`config.mk`:
```
export PLATFORM = sky130hd
export DESIGN_NAME = iso2022cn_stream_encoder_top_flat
export DESIGN_NICKNAME = d
export VERILOG_FILES = /design/src/rtl/core/i2cn_pkg.sv /design/src/rtl/core/i2cn_if.sv /design/src/rtl/core/i2cn_front.sv /design/src/rtl/core/i2cn_queue.sv /design/src/rtl/core/i2cn_back.sv /design/src/rtl/core/iso2022cn_stream_encoder_top.sv /design/src/flat_wrapper.sv
export SDC_FILE = /design/constraint.sdc
export NUM_CORES = 1
export LEC_CHECK = 0
export ABC_AREA = 1
export ABC_CLOCK_PERIOD_IN_PS = 9320
export BUFFER_PORTS_ARGS = -buffer_cell sky130_fd_sc_hd__buf_2
export CAP_MARGIN = 20
export CORE_MARGIN = 4
export CORE_UTILIZATION = 67
export DETAILED_ROUTE_END_ITERATION = 12
export PLACE_DENSITY = 0.85
export SETUP_SLACK_MARGIN = 0.02
export SLEW_MARGIN = 25
export SYNTH_ARGS = -nofsm -noshare
export SYNTH_HDL_FRONTEND = slang
export SYNTH_SLANG_ARGS = --single-unit
```
`constraint.sdc`:
```
create_clock -name i_clk -period 9.32 [get_ports i_clk]
set_input_delay 0.466 -clock i_clk [delete_from_list [all_inputs] [get_ports i_clk]]
set_output_delay 0.466 -clock i_clk [all_outputs]
set_load 0.1 [all_outputs]
```
`src/rtl/core/i2cn_pkg.sv`:
```
package i2cn_pkg;

    localparam int RUN_MAX = 8;
    localparam int RUN_IDX_W = 3;

    localparam logic [2:0] CS_ASCII = 3'd0;
    localparam logic [2:0] CS_GB    = 3'd1;
    localparam logic [2:0] CS_CNS1  = 3'd2;
    localparam logic [2:0] CS_CNS2  = 3'd3;

    localparam logic [7:0] BYTE_ESC   = 8'h1B;
    localparam logic [7:0] BYTE_MB    = 8'h24;
    localparam logic [7:0] BYTE_TO_G1 = 8'h29;
    localparam logic [7:0] BYTE_TO_G2 = 8'h2A;
    localparam logic [7:0] BYTE_SS2   = 8'h4E;
    localparam logic [7:0] BYTE_SO    = 8'h0E;
    localparam logic [7:0] BYTE_SI    = 8'h0F;
    localparam logic [7:0] FINAL_GB   = 8'h41;
    localparam logic [7:0] FINAL_CNS1 = 8'h47;
    localparam logic [7:0] FINAL_CNS2 = 8'h48;
    localparam logic [7:0] BYTE_NL    = 8'h0A;
    localparam logic [7:0] BYTE_SPACE = 8'h20;

    // one encoded run: bytes in order from index 0, last_idx = count - 1
    typedef struct packed {
        logic [RUN_MAX-1:0][7:0] bytes;
        logic [RUN_IDX_W-1:0]    last_idx;
    } t_run;

endpackage

```
`src/rtl/core/i2cn_if.sv`:
```
interface i2cn_in_if;
    logic       valid;
    logic       ready;
    logic [2:0] char_set;
    logic [7:0] first_byte;
    logic [7:0] second_byte;

    modport source (output valid, output char_set, output first_byte,
                    output second_byte, input ready);
    modport sink (input valid, input char_set, input first_byte,
                  input second_byte, output ready);
endinterface

interface i2cn_out_if;
    logic       valid;
    logic       ready;
    logic [7:0] out_byte;
    logic       last_of_run;

    modport source (output valid, output out_byte, output last_of_run, input ready);
    modport sink (input valid, input out_byte, input last_of_run, output ready);
endinterface

```
`src/rtl/core/i2cn_front.sv`:
```
module i2cn_front (
    input  logic             i_clk,
    input  logic             i_rst_n,
    i2cn_in_if.sink          i_in,
    input  logic             i_full,
    output logic             o_push,
    output i2cn_pkg::t_run   o_run
);

    logic [1:0] r_shift_set, n_shift_set;
    logic [1:0] r_g1, n_g1;
    logic       r_g2, n_g2;
    logic [2:0] cs;
    logic [7:0] b0, b1;

    assign cs = i_in.char_set;
    assign b0 = i_in.first_byte;
    assign b1 = i_in.second_byte;
    assign i_in.ready = !i_full;
    assign o_push = i_in.valid && !i_full;

    always_comb begin
        o_run       = '0;
        n_shift_set = r_shift_set;
        n_g1        = r_g1;
        n_g2        = r_g2;
        if (cs > i2cn_pkg::CS_CNS2) begin
            o_run.bytes[0] = i2cn_pkg::BYTE_SPACE;
        end else if (cs == {1'b0, r_shift_set}) begin
            o_run.bytes[0] = b0;
            o_run.bytes[1] = b1;
            if (cs == i2cn_pkg::CS_ASCII) begin
                o_run.last_idx = 3'd0;
                if (b0 == i2cn_pkg::BYTE_NL) begin
                    n_g1 = 2'd0;
                    n_g2 = 1'b0;
                end
            end else begin
                o_run.last_idx = 3'd1;
            end
        end else begin
            case (cs)
                i2cn_pkg::CS_CNS2: begin
                    n_g2 = 1'b1;
                    if (r_g2) begin
                        o_run.bytes[0] = i2cn_pkg::BYTE_ESC;
                        o_run.bytes[1] = i2cn_pkg::BYTE_SS2;
                        o_run.bytes[2] = b0;
                        o_run.bytes[3] = b1;
                        o_run.last_idx = 3'd3;
                    end else begin
                        o_run.bytes[0] = i2cn_pkg::BYTE_ESC;
                        o_run.bytes[1] = i2cn_pkg::BYTE_MB;
                        o_run.bytes[2] = i2cn_pkg::BYTE_TO_G2;
                        o_run.bytes[3] = i2cn_pkg::FINAL_CNS2;
                        o_run.bytes[4] = i2cn_pkg::BYTE_ESC;
                        o_run.bytes[5] = i2cn_pkg::BYTE_SS2;
                        o_run.bytes[6] = b0;
                        o_run.bytes[7] = b1;
                        o_run.last_idx = 3'd7;
                    end
                end
                i2cn_pkg::CS_GB, i2cn_pkg::CS_CNS1: begin
                    n_shift_set = cs[1:0];
                    n_g1        = cs[1:0];
                    if ({1'b0, r_g1} != cs) begin
                        o_run.bytes[0] = i2cn_pkg::BYTE_ESC;
                        o_run.bytes[1] = i2cn_pkg::BYTE_MB;
                        o_run.bytes[2] = i2cn_pkg::BYTE_TO_G1;
                        o_run.bytes[3] = (cs == i2cn_pkg::CS_GB) ? i2cn_pkg::FINAL_GB
                                                                 : i2cn_pkg::FINAL_CNS1;
                        o_run.bytes[4] = i2cn_pkg::BYTE_SO;
                        o_run.bytes[5] = b0;
                        o_run.bytes[6] = b1;
                        o_run.last_idx = 3'd6;
                    end else begin
                        o_run.bytes[0] = i2cn_pkg::BYTE_SO;
                        o_run.bytes[1] = b0;
                        o_run.bytes[2] = b1;
                        o_run.last_idx = 3'd2;
                    end
                end
                default: begin
                    // back to ascii from a shifted set
                    n_shift_set    = 2'd0;
                    o_run.bytes[0] = i2cn_pkg::BYTE_SI;
                    o_run.bytes[1] = b0;
                    o_run.last_idx = 3'd1;
                    if (b0 == i2cn_pkg::BYTE_NL) begin
                        n_g1 = 2'd0;
                        n_g2 = 1'b0;
                    end
                end
            endcase
        end
    end

    always_ff @(posedge i_clk) begin
        if (!i_rst_n) begin
            r_shift_set <= 2'd0;
            r_g1        <= 2'd0;
            r_g2        <= 1'b0;
        end else if (o_push) begin
            r_shift_set <= n_shift_set;
            r_g1        <= n_g1;
            r_g2        <= n_g2;
        end
    end

    a_shift_range: assert property (@(posedge i_clk) disable iff (!i_rst_n)
        r_shift_set != 2'd3)
        else $error("shift state out of range");
    a_g1_follows_shift: assert property (@(posedge i_clk) disable iff (!i_rst_n)
        (r_shift_set != 2'd0) |-> (r_g1 == r_shift_set))
        else $error("shifted set not designated to G1");
    a_hold_when_idle: assert property (@(posedge i_clk) disable iff (!i_rst_n)
        !o_push |=> ($stable(r_shift_set) && $stable(r_g1) && $stable(r_g2)))
        else $error("state changed without an item");

endmodule

```
`src/rtl/core/i2cn_queue.sv`:
```
module i2cn_queue #(
    parameter int DEPTH = 4
) (
    input  logic             i_clk,
    input  logic             i_rst_n,
    input  logic             i_push,
    input  i2cn_pkg::t_run   i_push_run,
    output logic             o_full,
    input  logic             i_pop,
    output logic             o_empty,
    output i2cn_pkg::t_run   o_head
);

    localparam int PTR_W = $clog2(DEPTH);
    localparam int CNT_W = $clog2(DEPTH + 1);

    i2cn_pkg::t_run   r_slot [DEPTH];
    logic [PTR_W-1:0] r_wr_ptr, r_rd_ptr;
    logic [CNT_W-1:0] r_count;

    assign o_full  = (r_count == CNT_W'(DEPTH));
    assign o_empty = (r_count == '0);
    assign o_head  = r_slot[r_rd_ptr];

    always_ff @(posedge i_clk) begin
        if (i_push) begin
            r_slot[r_wr_ptr] <= i_push_run;
        end
    end

    always_ff @(posedge i_clk) begin
        if (!i_rst_n) begin
            r_wr_ptr <= '0;
            r_rd_ptr <= '0;
            r_count  <= '0;
        end else begin
            if (i_push) begin
                r_wr_ptr <= (r_wr_ptr == PTR_W'(DEPTH - 1)) ? '0 : r_wr_ptr + 1'b1;
            end
            if (i_pop) begin
                r_rd_ptr <= (r_rd_ptr == PTR_W'(DEPTH - 1)) ? '0 : r_rd_ptr + 1'b1;
            end
            if (i_push && !i_pop) begin
                r_count <= r_count + 1'b1;
            end else if (!i_push && i_pop) begin
                r_count <= r_count - 1'b1;
            end
        end
    end

    a_no_overflow: assert property (@(posedge i_clk) disable iff (!i_rst_n)
        o_full |-> !i_push)
        else $error("push into full queue");
    a_no_underflow: assert property (@(posedge i_clk) disable iff (!i_rst_n)
        o_empty |-> !i_pop)
        else $error("pop from empty queue");
    a_count_tracks: assert property (@(posedge i_clk) disable iff (!i_rst_n)
        (i_push && !i_pop) |=> (r_count == $past(r_count) + 1'b1))
        else $error("queue count lost a push");

endmodule

```
`src/rtl/core/i2cn_back.sv`:
```
module i2cn_back (
    input  logic             i_clk,
    input  logic             i_rst_n,
    input  logic             i_valid,
    input  i2cn_pkg::t_run   i_run,
    output logic             o_pop,
    i2cn_out_if.source       o_out
);

    logic [i2cn_pkg::RUN_IDX_W-1:0] r_idx;
    logic                           last;
    logic                           fire;

    assign last              = (r_idx == i_run.last_idx);
    assign fire              = i_valid && o_out.ready;
    assign o_pop             = fire && last;
    assign o_out.valid       = i_valid;
    assign o_out.out_byte    = i_run.bytes[r_idx];
    assign o_out.last_of_run = last;

    always_ff @(posedge i_clk) begin
        if (!i_rst_n) begin
            r_idx <= '0;
        end else if (fire) begin
            r_idx <= last ? '0 : r_idx + 1'b1;
        end
    end

    a_idx_in_run: assert property (@(posedge i_clk) disable iff (!i_rst_n)
        i_valid |-> (r_idx <= i_run.last_idx))
        else $error("byte index past end of run");
    a_restart_after_pop: assert property (@(posedge i_clk) disable iff (!i_rst_n)
        o_pop |=> (r_idx == '0))
        else $error("index not cleared after run");
    a_idle_at_start: assert property (@(posedge i_clk) disable iff (!i_rst_n)
        !i_valid |-> (r_idx == '0))
        else $error("index set with no run pending");

endmodule

```
`src/rtl/core/iso2022cn_stream_encoder_top.sv`:
```
// channel   dir  handshake       payload
// i_in      in   valid / ready   char_set[2:0], first_byte[7:0], second_byte[7:0]
// o_out     out  valid / ready   out_byte[7:0], last_of_run
//
// An item yields a run of 1 to 8 bytes, sent by the byte serialiser one byte per
// cycle while o_out.ready is high.
// The front accepts an item per cycle while the run queue has room.
// Reset (synchronous, low) returns to ascii with no designations, queue empty.
// A stalled output fills the queue and then drops i_in.ready.
module iso2022cn_stream_encoder_top #(
    parameter int QUEUE_DEPTH = 4
) (
    input  logic        i_clk,
    input  logic        i_rst_n,
    i2cn_in_if.sink     i_in,
    i2cn_out_if.source  o_out
);

    logic           push, full, pop, empty;
    i2cn_pkg::t_run push_run, head_run;

    i2cn_front u_front (
        .i_clk   (i_clk),
        .i_rst_n (i_rst_n),
        .i_in    (i_in),
        .i_full  (full),
        .o_push  (push),
        .o_run   (push_run)
    );

    i2cn_queue #(
        .DEPTH (QUEUE_DEPTH)
    ) u_queue (
        .i_clk      (i_clk),
        .i_rst_n    (i_rst_n),
        .i_push     (push),
        .i_push_run (push_run),
        .o_full     (full),
        .i_pop      (pop),
        .o_empty    (empty),
        .o_head     (head_run)
    );

    i2cn_back u_back (
        .i_clk   (i_clk),
        .i_rst_n (i_rst_n),
        .i_valid (!empty),
        .i_run   (head_run),
        .o_pop   (pop),
        .o_out   (o_out)
    );

endmodule

```
`src/flat_wrapper.sv`:
```
// flat-port wrapper written by rule: the top's interface ports become plain ports
module iso2022cn_stream_encoder_top_flat 
#(
    parameter int QUEUE_DEPTH = 4
)
  (i_clk, i_rst_n, i_in_valid, i_in_char_set, i_in_first_byte, i_in_second_byte, i_in_ready, o_out_valid, o_out_out_byte, o_out_last_of_run, o_out_ready);
  i2cn_in_if i_in_i ();
  i2cn_out_if o_out_i ();
  input  logic i_clk;
  input  logic i_rst_n;
  input wire logic [$bits(i_in_i.valid)-1:0] i_in_valid;
  input wire logic [$bits(i_in_i.char_set)-1:0] i_in_char_set;
  input wire logic [$bits(i_in_i.first_byte)-1:0] i_in_first_byte;
  input wire logic [$bits(i_in_i.second_byte)-1:0] i_in_second_byte;
  output wire logic [$bits(i_in_i.ready)-1:0] i_in_ready;
  output wire logic [$bits(o_out_i.valid)-1:0] o_out_valid;
  output wire logic [$bits(o_out_i.out_byte)-1:0] o_out_out_byte;
  output wire logic [$bits(o_out_i.last_of_run)-1:0] o_out_last_of_run;
  input wire logic [$bits(o_out_i.ready)-1:0] o_out_ready;
  assign i_in_i.valid = i_in_valid;
  assign i_in_i.char_set = i_in_char_set;
  assign i_in_i.first_byte = i_in_first_byte;
  assign i_in_i.second_byte = i_in_second_byte;
  assign i_in_ready = i_in_i.ready;
  assign o_out_valid = o_out_i.valid;
  assign o_out_out_byte = o_out_i.out_byte;
  assign o_out_last_of_run = o_out_i.last_of_run;
  assign o_out_i.ready = o_out_ready;
  iso2022cn_stream_encoder_top #(.QUEUE_DEPTH(QUEUE_DEPTH)) u_core (.i_clk(i_clk), .i_rst_n(i_rst_n), .i_in(i_in_i), .o_out(o_out_i));
endmodule
```
==> run summary, run 1 <==
For this design the static power due to leakage is 4.51 nW. The residual DRC count was 0; the number of CTS-inserted buffers was 25. Dividing the final minimum period by the clock period gives 43.4%. The worst-case setup slack after placement is 5.72 ns.

Entering global routing, the biggest net connects 119 pins. The worst pin sits at a relative slew slack of 30.0%. When the netlist entered floorplanning its net count stood at 1,082.

At the worst endpoint, the arrival time is 3.58 ns. The worst setup path is of the flip-flop to primary output kind. From synthesis to final layout, the design area changed by 9.23%.

In this run, synthesis produced a sequential element count of 261. The number of gates resized after CTS was 0. The primary flip-flop cell chosen by synthesis mapping was edfxtp_1.

After synthesis, the most frequently instantiated cells are 244 x edfxtp_1, 203 x nor2_1, 147 x o21ai_0, 135 x nand2_1, 58 x inv_1. The maximum level of the CTS H-tree is 1, and the post-cts hold buffer count is 0. Sequential elements use 67.4% of the synthesized area.

The clock arrives with 0.0139 ns of skew. Once the floorplan was initialized, standard cells occupied 68.6% of the core. The floorplan step set the die height to 138 µm. The repair_antennas step left the layout with diodes totalling 0.

Slew at the pin closest to its max-slew limit: 1.05 ns. Of the post-synthesis cell area, the dominant cell type holds 64.4%. Cells fill 74.9% of the core in the end. Dividing the detail-routed wire length by the instance count gives 21.2 µm. The worst hold path begins at i_rst_n. The count of pins over their slew limit was 0. The most used cell along the critical path is nand2_1. The run gives 28.1% as the total track usage. The most common cell in the synthesized netlist is edfxtp_1.

The cell taking the most area after synthesis was edfxtp_1. The delay of the slowest critical-path stage works out to 0.65 ns. The congestion estimate from routability-driven global placement came to 0.903.

The final period demand of the worst path was 4.04 ns; the register-to-register setup slack was 5.68 ns. For this design, the sink count on the clock tree is 261. Before antenna repair, the detailed router went through 6 iterations. Yosys mapped a number of flops with a built-in enable equal to 244. The worst-case reg-to-reg path depth was 16; the worst path buffer plus inverter count was 4. Element type at the critical path start: a flip-flop. The via count of the first global-routing pass was 7,880; the final-report setup violation count was 0. Power spread over the standard cell area amounts to 248 mW/mm². The initialized floorplan defines 47 standard-cell rows. Among all stages on the critical path, the largest delay is contributed by buf_4. The tools report the end of the worst register-to-register path as u_core.u_queue.r_count[2]. Grouping stages by cell kind, the critical path spends the most delay in buffers and inverters. The netlist area before placement came out at 0.0114 mm². The layout net count was 1,099.

After clock tree synthesis, the clock-pin slew on the worst setup and hold paths is 0.06 ns. Buffer levels on the longest clock path: 3. Setup repair after global routing left no endpoint under its margin. Die outline width: 138 µm. During I/O placement, the number of pins put on the boundary was 34. The residual overflow from global routing came out at 0. The total length of routed wires was 27,600 µm. Yosys attributes the largest share of cell area to edfxtp_1 64%, nor2_1 6.7%, o21ai_0 6.5%, nand2_1 4.5%, dfxtp_1 3.0%.

For the initial antenna violation count, the log shows 0. Along the worst hold path, the cell count comes to 3. Timing would allow up to 247 MHz. The run gives 3.08 mW as the post-route total power. TritonCTS built the clock tree.

The region available for standard cell placement spans 0.0166 mm². The HPWL after detailed placement is 15,700 µm. Once the clock tree was built, the setup fixing pass inserted 0 buffers. The clock latency on the worst-skew pair is 0.52 ns, and the average vias per placed instance is 6.39.

The run finished with clean final reports. The first global-routing pass estimated 42,600 µm of wire. Yosys mapped the design onto 36 distinct sky130hd cell types.

In this run the clock root is driven by a clkbuf_16. The logs give 0 for the number of hold violations in the final report and 8.85 ns for the worst path required time. For the remaining antenna violation count after routing, the log shows 0. The classification of the worst-slack hold path is input port to flip-flop. The die covers 0.0191 mm².

After synthesis, the share of flip-flops with an asynchronous set or reset is 0%. The endpoint class of the critical path is a primary output. The tools report the largest vdd supply drop as 0.000202 V.

The tools report the count of maximum capacitance violations as 0. The final-layout fill cell count came out at 1,041. The critical path goes through buf_4, inv_2, nand3_1, nand2_1, o21ai_0, a21oi_1, nand2_1, nand2_1, inv_1, buf_2.

The tools report the summed negative setup slack over all endpoints as 0 ns. The detailed router finished its first iteration with 1,342 violations. The Yosys step of the flow raised 0 warnings. The final critical-path setup slack is 5.28 ns, and the count of input and output buffers is 33. Cells with a size suffix above 1 make up 10.0% of the layout. The logs give 1,051 for the count of mapped cells out of synthesis and 8,342 for the overall via count from detail_route.

Averaged over all synthesized cells, the footprint is 10.8 µm². The highest net fanout along the worst path is 95.
## area by class of cell
type | count | area, µm² | area share [%]
clock inverter | 15 | 120 | 0.966
clock buffer | 29 | 641 | 5.15
inverter | 70 | 264 | 2.12
sequential | 261 | 7670 | 61.7
multi-input combinational | 667 | 3210 | 25.8
timing repair buffer | 43 | 244 | 1.96
tap | 220 | 275 | 2.21
## worst max path at each step
stage,startpoint,to,slack [ns],cells past startpoint
CTS,flip-flop,o_out_out_byte[3],5.27,10
finish,flip-flop,o_out_out_byte[1],5.28,10
detailed placement,flip-flop,u_core.u_queue.r_count[2],5.72,16
global route,flip-flop,o_out_out_byte[3],5.04,10
floorplan,u_core.u_queue.r_count[0],u_core.u_queue.r_slot[0][0],4.75,5
global placement,flip-flop,u_core.u_queue.r_count[2],5.82,16
## metrics by stage
stage          hold WS (ns)  std cells  area (µm²)
6_report              0.265       1305       12400
5_1_grt               0.274       1305       12400
4_1_cts               0.257       1305       12400
3_5_place_dp          0.468       1261       11700
3_3_place_gp          0.462       1261       11700
2_1_floorplan         0.452       1051       11400
## worst register-to-register path, delay by kind of cell (launching register included)
kind                     cells  cell delay, ns
buffers and inverters        4            1.38
AND/OR/NAND/NOR              6            0.77
adder cells (fa/ha/maj)      2            0.60
AO/OA/AOI/OAI                4            0.48
flip-flops                   1            0.31
## per-layer routing
layer | vias up | global-route usage (%) | wire, µm
met2 | 627 | 47.3 | 13400
met1 | 3903 | 37.4 | 9990
met5 | - | 0 | 0
li1 | 3726 | - | -
met4 | 0 | 8.53 | 884
met3 | 86 | 5.52 | 3310
## placed cells by master (no fill, tap or decap), types with 25 or more instances in the layout
cell type / netlist / routed
o21ai_0: 147 / 147
inv_1: 58 / 58
nand3_1: 38 / 38
clkbuf_16: 0 / 25
buf_2: 24 / 33
nand2_1: 135 / 135
o211ai_1: 35 / 35
edfxtp_1: 244 / 244
a21oi_1: 44 / 44
nor2_1: 203 / 199
## power by group
group	internal [mW]	switching (mW)	total [mW]	leakage (nW)
registers	1.40	0.0331	1.43	2.40
logic	0.146	0.551	0.697	1.73
clock network	0.545	0.411	0.956	0.383
## logic make-up after synthesis
family | share of synthesized area [%]
DFF | 67.4
buffers and inverters | 4.65
AOI/OAI and AO/OA | 12.2
adders and majority gates | 0.946
xor gates and xnor gates | 0.308
and+or+nand+nor | 14.5
## registers in the layout, summed over array words and instances (netlist names), named ones only
signal and cells:
u_core.u_queue.r_slot 244, u_core.u_queue.r_rd_ptr 2, u_core.u_front.r_shift_set 2, u_core.u_front.r_g1 2, u_core.u_queue.r_count 3, u_core.u_front.r_g2 1
u_core.u_queue.r_wr_ptr 2, u_core.u_back.r_idx 3
No activity file was read; power rests on OpenSTA's default activity.
==> run 2, diff against run 1 <==
--- a/config.mk
+++ b/config.mk
@@ -6,13 +6,13 @@
 export NUM_CORES = 1
 export LEC_CHECK = 0
 export ABC_AREA = 1
-export ABC_CLOCK_PERIOD_IN_PS = 9320
+export ABC_CLOCK_PERIOD_IN_PS = 3700
 export BUFFER_PORTS_ARGS = -buffer_cell sky130_fd_sc_hd__buf_2
 export CAP_MARGIN = 20
 export CORE_MARGIN = 4
-export CORE_UTILIZATION = 67
+export CORE_UTILIZATION = 56
 export DETAILED_ROUTE_END_ITERATION = 12
-export PLACE_DENSITY = 0.85
+export PLACE_DENSITY = 0.76
 export SETUP_SLACK_MARGIN = 0.02
 export SLEW_MARGIN = 25
 export SYNTH_ARGS = -nofsm -noshare
==> constraint.sdc (replaced) <==
create_clock -name i_clk -period 3.7 [get_ports i_clk]
set_input_delay 0.185 -clock i_clk [delete_from_list [all_inputs] [get_ports i_clk]]
set_output_delay 0.185 -clock i_clk [all_outputs]
set_load 0.1 [all_outputs]
==> run summary, run 2 (same netlist as run 1, synthesis figures left out) <==
The number of iterations in the first detailed-routing pass is 6, and the post-route cell area is 0.0126 mm². In this run the tightest slew margin relative to its limit is 47.5%. In this run the standard cell core region covers 0.0197 mm². The repair_antennas step left the layout with diodes totalling 0. The sequential fraction of design power is 46.1%. The master cell of the clock root buffer is clkbuf_16. Leaving out fill and tap cells, the most frequent cells in the layout are 244 x edfxtp_1, 199 x nor2_1, 147 x o21ai_0. In the post-route analysis, the smallest setup slack over all paths is 0.293 ns. The highest net fanout along the worst path was 63. Row count: 51. Element type at the critical path start: a flip-flop.

Power spread over the standard cell area amounts to 619 mW/mm². Routability-driven placement finished with a final weighted congestion of 0.895. For the maximum level of the CTS H-tree, the log shows 1.

Cells fill 64.1% of the core in the end. Detailed placement ended at an HPWL of 17,200 µm. After global routing the overflow that remains totals 0. The share of total power dissipated in the clock network is 31.1%. The combinational share of power is 22.9%.

In this run the most critical hold path is launched from o_out_ready. The tools report the total length of routed wires as 27,800 µm. The endpoint class of the critical path was a primary output. Input and output buffers added on the ports amount to 33.

In this run the power spent charging and discharging nets is 2.49 mW. For this run, the post-layout net count is 1,112. Cells with a size suffix above 1 make up 10.6% of the layout. The flow ran to the end, and the final reports show no timing, DRC or antenna violations. Clock skew on the completed layout was measured at 0.0165 ns.

The run gives 7,892 as the via count of the first global-routing pass. Ranked by flip-flop count, first place goes to u_core.u_queue.r_slot. Based on the critical path, the design can be clocked at up to 293 MHz. Summing all placed instances gives a cell area of 0.0118 mm². TritonCTS built the clock tree. Setup violations remaining at the end of the flow were counted as 0.

The post-placement cell count came out at 1,318. The count of maximum capacitance violations is 0, and the overall via count from detail_route is 8,180. Dividing the final minimum period by the clock period gives 92.1%. The die outline width is 151 µm, and the wire length of the first global-routing pass is 42,800 µm. In this run the remaining antenna-violating nets after routing total 0.

For the internal power summed over all cells, the log shows 5.34 mW. The floorplan die area is 0.0227 mm². Category of the most critical setup path: flip-flop to primary output. The clock passes through at most 3 buffers.

34 I/O pins were placed. OpenSTA, run right after detailed placement, puts the worst setup slack at 0.838 ns. The largest registers in the layout are u_core.u_queue.r_slot x244, u_core.u_back.r_idx x3, u_core.u_queue.r_count x3.

For the final routed database, the setup TNS stands at 0 ns. Net switching is 31.8% of the power. The register with the most flip-flops in the layout has 244 of them. Number of hold violations in the final report: 0. After the flow finishes, the layout carries non-filler instances totaling 1,364.

From bottom edge to top edge, the die measures 151 µm. Data on the critical path arrives at its endpoint at 3.22 ns. The number of CTS-inserted buffers is 25, and the initial cell density of the core is 57.7%.

For the worst-skew pair, the clock arrives at the later sink with an insertion delay of 0.52 ns. Global routing consumed, over all layers together, 24.7% of the routing resources. The total number of clock tree sinks is 261, and the final period demand of the worst path is 3.41 ns. The clock transition at the registers of the reported paths is 0.06 ns, and the average vias per placed instance is 6.00. Compared with the post-synthesis result, the final layout area differs by 11.0%. The logs give 88 for the largest net degree at the start of global routing and 1,096 for the violation count after the first detailed-routing iteration. The path class of the tightest hold or removal check is input port to flip-flop. STA puts the critical path data required time at 3.51 ns.

The most frequent standard cell in the layout excluding fill and tap cells is edfxtp_1. The average wire per cell in the routed design was 20.4 µm; the leakage component of the power was 4.58 nW. Setup repair after global routing left no endpoint under its margin. At the pin with the least slew margin, the transition time is 0.782 ns. Count of pins over their slew limit: 0.

The largest vdd supply drop was 0.000573 V. The number of gates resized after CTS was 0. Once the clock tree was built, the setup fixing pass inserted 0 buffers. The initial antenna violation count was 0. The tools report the residual DRC count as 0.
run 2: changes by cell type in the layout (fill, tap and decap cells not counted), sizes merged:
cell	change
buf	+12
clkbuf	+7
clkinv	-6
dlygate4sd3	+1
run 2: path summary, 6_finish.rpt:
| check | end | slack, ns | cells past startpoint |
|---|---|---|---|
| hold / removal | u_core.u_back.r_idx[0] | 0.08 | 4 |
| setup / recovery | o_out_out_byte[6] | 0.29 | 8 |
| hold reg to reg | u_core.u_front.r_shift_set[0] | 0.48 | 2 |
| setup reg to reg | u_core.u_queue.r_count[2] | 0.84 | 15 |
run 2: worst max-delay path: stages, from the launching register on:
cell and delay [ns]:
dfxtp_2 0.75, buf_4 0.64, o21ai_0 0.19, o211ai_1 0.23, nand3_1 0.17, nand3_1 0.10, nand2_1 0.11, inv_1 0.07
buf_2 0.42
run 2: through the flow:
step / power [mW] / hold slack (ns)
after floorplan: 4.94 / 0.315
after global placement: 5.40 / 0.463
after detailed placement: 5.44 / 0.478
after CTS: 7.84 / 0.0670
after global routing: 8.15 / 0.0953
final: 7.82 / 0.0829
run 2: cell type report:
| type | count | area, µm² |
|---|---|---|
| multi-input cells | 667 | 3210 |
| clock buffers | 36 | 687 |
| repair buffers | 56 | 378 |
| flip-flops and latches | 261 | 7670 |
| clock inverters | 9 | 90.1 |
| fillers | 1448 | 7080 |
| well taps | 265 | 332 |
| inverters | 70 | 264 |
run 2: power groups by stage:
stage / sequential (mW) / clock [mW] / combinational, mW
4_1_cts: 3.60 / 2.45 / 1.78
3_5_place_dp: 3.66 / 0 / 1.77
3_3_place_gp: 3.66 / 0 / 1.74
5_1_grt: 3.62 / 2.59 / 1.94
2_1_floorplan: 3.64 / 0 / 1.30
6_report: 3.60 / 2.43 / 1.79
run 2: metal layers:
metal	vias up	wire (µm)	global-route usage [%]
met2	478	13200	39.4
met1	3883	10800	34.4
met4	0	742	7.96
li1	3756	-	-
met3	63	3020	4.91
met5	-	0	0
run 2: what timing repair did:
action,in CTS,in global routing
endpoints found under the hold margin,9,0
hold buffers,1,0
setup endpoints to repair,0,0
==> run 3, diff against run 2 <==
--- a/config.mk
+++ b/config.mk
@@ -13,6 +13,7 @@
 export CORE_UTILIZATION = 56
 export DETAILED_ROUTE_END_ITERATION = 12
 export PLACE_DENSITY = 0.76
+export REMOVE_ABC_BUFFERS = 1
 export SETUP_SLACK_MARGIN = 0.02
 export SLEW_MARGIN = 25
 export SYNTH_ARGS = -nofsm -noshare
==> run summary, run 3 (same netlist as run 1, synthesis figures left out) <==
After clock tree synthesis, the setup repair step added 0 buffers. In the final layout, the registers with the most flip-flops are u_core.u_queue.r_slot x244, u_core.u_back.r_idx x3, u_core.u_queue.r_count x3. On the final layout, the worst clock skew is 0.0109 ns.

Of all nets on the critical path, the largest fanout is 77. Entering global routing, the biggest net connects 113 pins. The tools report the endpoint class of the critical path as a primary output.

The worst pin sits at a relative slew slack of 35.9%. The die outline width works out to 151 µm. The logs give 6 for the number of iterations in the first detailed-routing pass and 1 for the post-cts hold buffer count. The post-route netlist has 11.2% of its cells at a drive strength greater than 1. The residual overflow from global routing was 0; the register-to-register setup slack was 0.96 ns. The floorplan has 51 rows. Largest vdd supply drop: 0.000741 V.

The tools report the number of hold violations in the final report as 0. The tool flagged a number of max-cap violations equal to 0. The register with the most flip-flops in the layout has 244 of them.

The final worst hold slack came out at 0.0766 ns. The count of nets left with antenna violations once routing finished came out at 0. The internal power summed over all cells was 5.62 mW; the number of instances resized during post-cts repair was 0. The boundary pin count was 34.

The power per unit of standard cell area is 636 mW/mm². The path with the worst hold slack has its endpoint at u_core.u_back.r_idx[0]. TritonCTS built the clock tree. The reg-to-reg critical path startpoint is u_core.u_back.r_idx[2]. Most frequent standard cell in the layout excluding fill and tap cells: edfxtp_1. Final period demand of the worst path: 3.13 ns. The count of pins over their slew limit is 0, and the overall via count from detail_route is 8,169. Sequential cells burn 44.1% of the power. The area added between synthesis and finish came out at 12.6%. Startpoint of the tightest hold check path: o_out_ready.

The initial antenna violation count is 0, and the layout net count is 1,112. Static timing analysis puts the maximum clock frequency at 320 MHz. The total length of routed wires came out at 27,400 µm.

The clock net in this run drives a total of 261 sinks. Counting instances, the worst hold path has a depth of 4. In the final routed layout, each cell accounts on average for 20.1 µm. After filler insertion, the fill cell instance count of the layout stands at 1,458. The average vias per placed instance was 5.98.

The min-delay analysis places its worst path in the category input port to flip-flop. The later pin in the worst-skew pair is clocked with a latency of 0.52 ns. STA classifies the critical path startpoint as a flip-flop. Setup violations remaining at the end of the flow were counted as 0. The number of clock buffers added by TritonCTS is 26.

The run gives 1 as the maximum level of the CTS H-tree. The die covers 0.0227 mm². The logs give 2.54 mW for the net switching power figure and 65.0% for the fraction of the core area covered by cells at the end of the flow. The summed negative setup slack over all endpoints came out at 0 ns.

Setup repair after global routing left no endpoint under its margin. The clock network burns 32.2% of the power. The worst setup path is of the flip-flop to primary output kind.

The count of input and output buffers is 33, and the buffer levels on the longest clock path is 3. The slew at the pin closest to its max-slew limit is 0.961 ns. Via count of the first global-routing pass: 7,720. The wire length of the first global-routing pass was 41,900 µm. The congestion estimate from routability-driven global placement came to 0.879.

The period utilization is 84.5%, and the initial cell density of the core is 57.7%. The post-route total power was 8.15 mW. The repair_antennas step left the layout with diodes totalling 0.

The flow ran to the end, and the final reports show no timing, DRC or antenna violations. The tools report the end of the worst register-to-register path as u_core.u_queue.r_count[2]. After detailed routing, the number of remaining DRC violations is 0. The area of the core was 0.0197 mm²; the combinational share of power was 23.7%. The leakage component of the power is 4.65 nW, and the clock transition at the registers of the reported paths is 0.06 ns. The fraction of power spent switching nets works out to 31.1%. More flip-flops sit in one register than any other, and that register is u_core.u_queue.r_slot. The total track usage came out at 24.1%.

Worst-case reg-to-reg path depth: 14. Measured along the y axis, the die boundary spans 151 µm. The arrival time reported for the critical path endpoint was 2.94 ns.

The sum of net half-perimeters after detailed placement is 16,000 µm. The run gives 1,028 as the violation count after the first detailed-routing iteration. The top cell types in the final layout, fill and taps aside, are 244 x edfxtp_1, 199 x nor2_1, 147 x o21ai_0. STA puts the critical path data required time at 3.51 ns. Master cell of the clock root buffer: clkbuf_16.
==> run 3: area by class of cell <==
class | count | area [µm²] | area share, %
sequential | 261 | 7670 | 59.9
multi-input combinational | 667 | 3210 | 25.1
clock buffer | 36 | 719 | 5.61
timing repair buffer | 55 | 475 | 3.71
tap | 265 | 332 | 2.59
inverter | 70 | 264 | 2.06
clock inverter | 12 | 139 | 1.08
==> run 3: worst max-delay path, stage by stage, from the launching register on <==
cell and delay [ns]:
dfxtp_2 0.55, buf_4 0.71, o21ai_0 0.18, o21ai_0 0.19, nand2_1 0.06, nand2_1 0.05, nand3b_1 0.12, nand2_1 0.07
inv_1 0.05, buf_2 0.41
==> run 3: per-stage QoR <==
step | instance area (µm²) | std cells | setup WS, ns
finish | 12800 | 1366 | 0.572
detailed placement | 11900 | 1317 | 1.04
CTS | 12800 | 1366 | 0.532
global placement | 11900 | 1317 | 1.08
global route | 12800 | 1366 | 0.348
floorplan | 11100 | 998 | -1.52
==> run 3: worst max-delay path by stage <==
stage | to | cells past startpoint
floorplan | u_core.u_queue.r_count[2] | 15
global placement | o_out_out_byte[6] | 9
detailed placement | u_core.u_queue.r_count[2] | 14
CTS | o_out_out_byte[6] | 8
global route | o_out_out_byte[6] | 8
finish | o_out_out_byte[6] | 9
==> run 3: routing by layer <==
layer	track usage [%]	up-vias	part of all wire, %
met5	0	-	0
met4	7.04	0	2.9
met3	4.06	69	10
met2	39.1	445	48
met1	33.8	3899	39
li1	-	3756	-
==> run 3: power by group through the flow <==
stage          Clock (mW)  Combinational (mW)  Sequential (mW)
4_1_cts              2.64                1.93             3.59
3_3_place_gp            0                1.89             3.65
5_1_grt              2.77                2.09             3.61
3_5_place_dp            0                1.92             3.65
6_report             2.63                1.93             3.59
2_1_floorplan           0                1.19             3.70
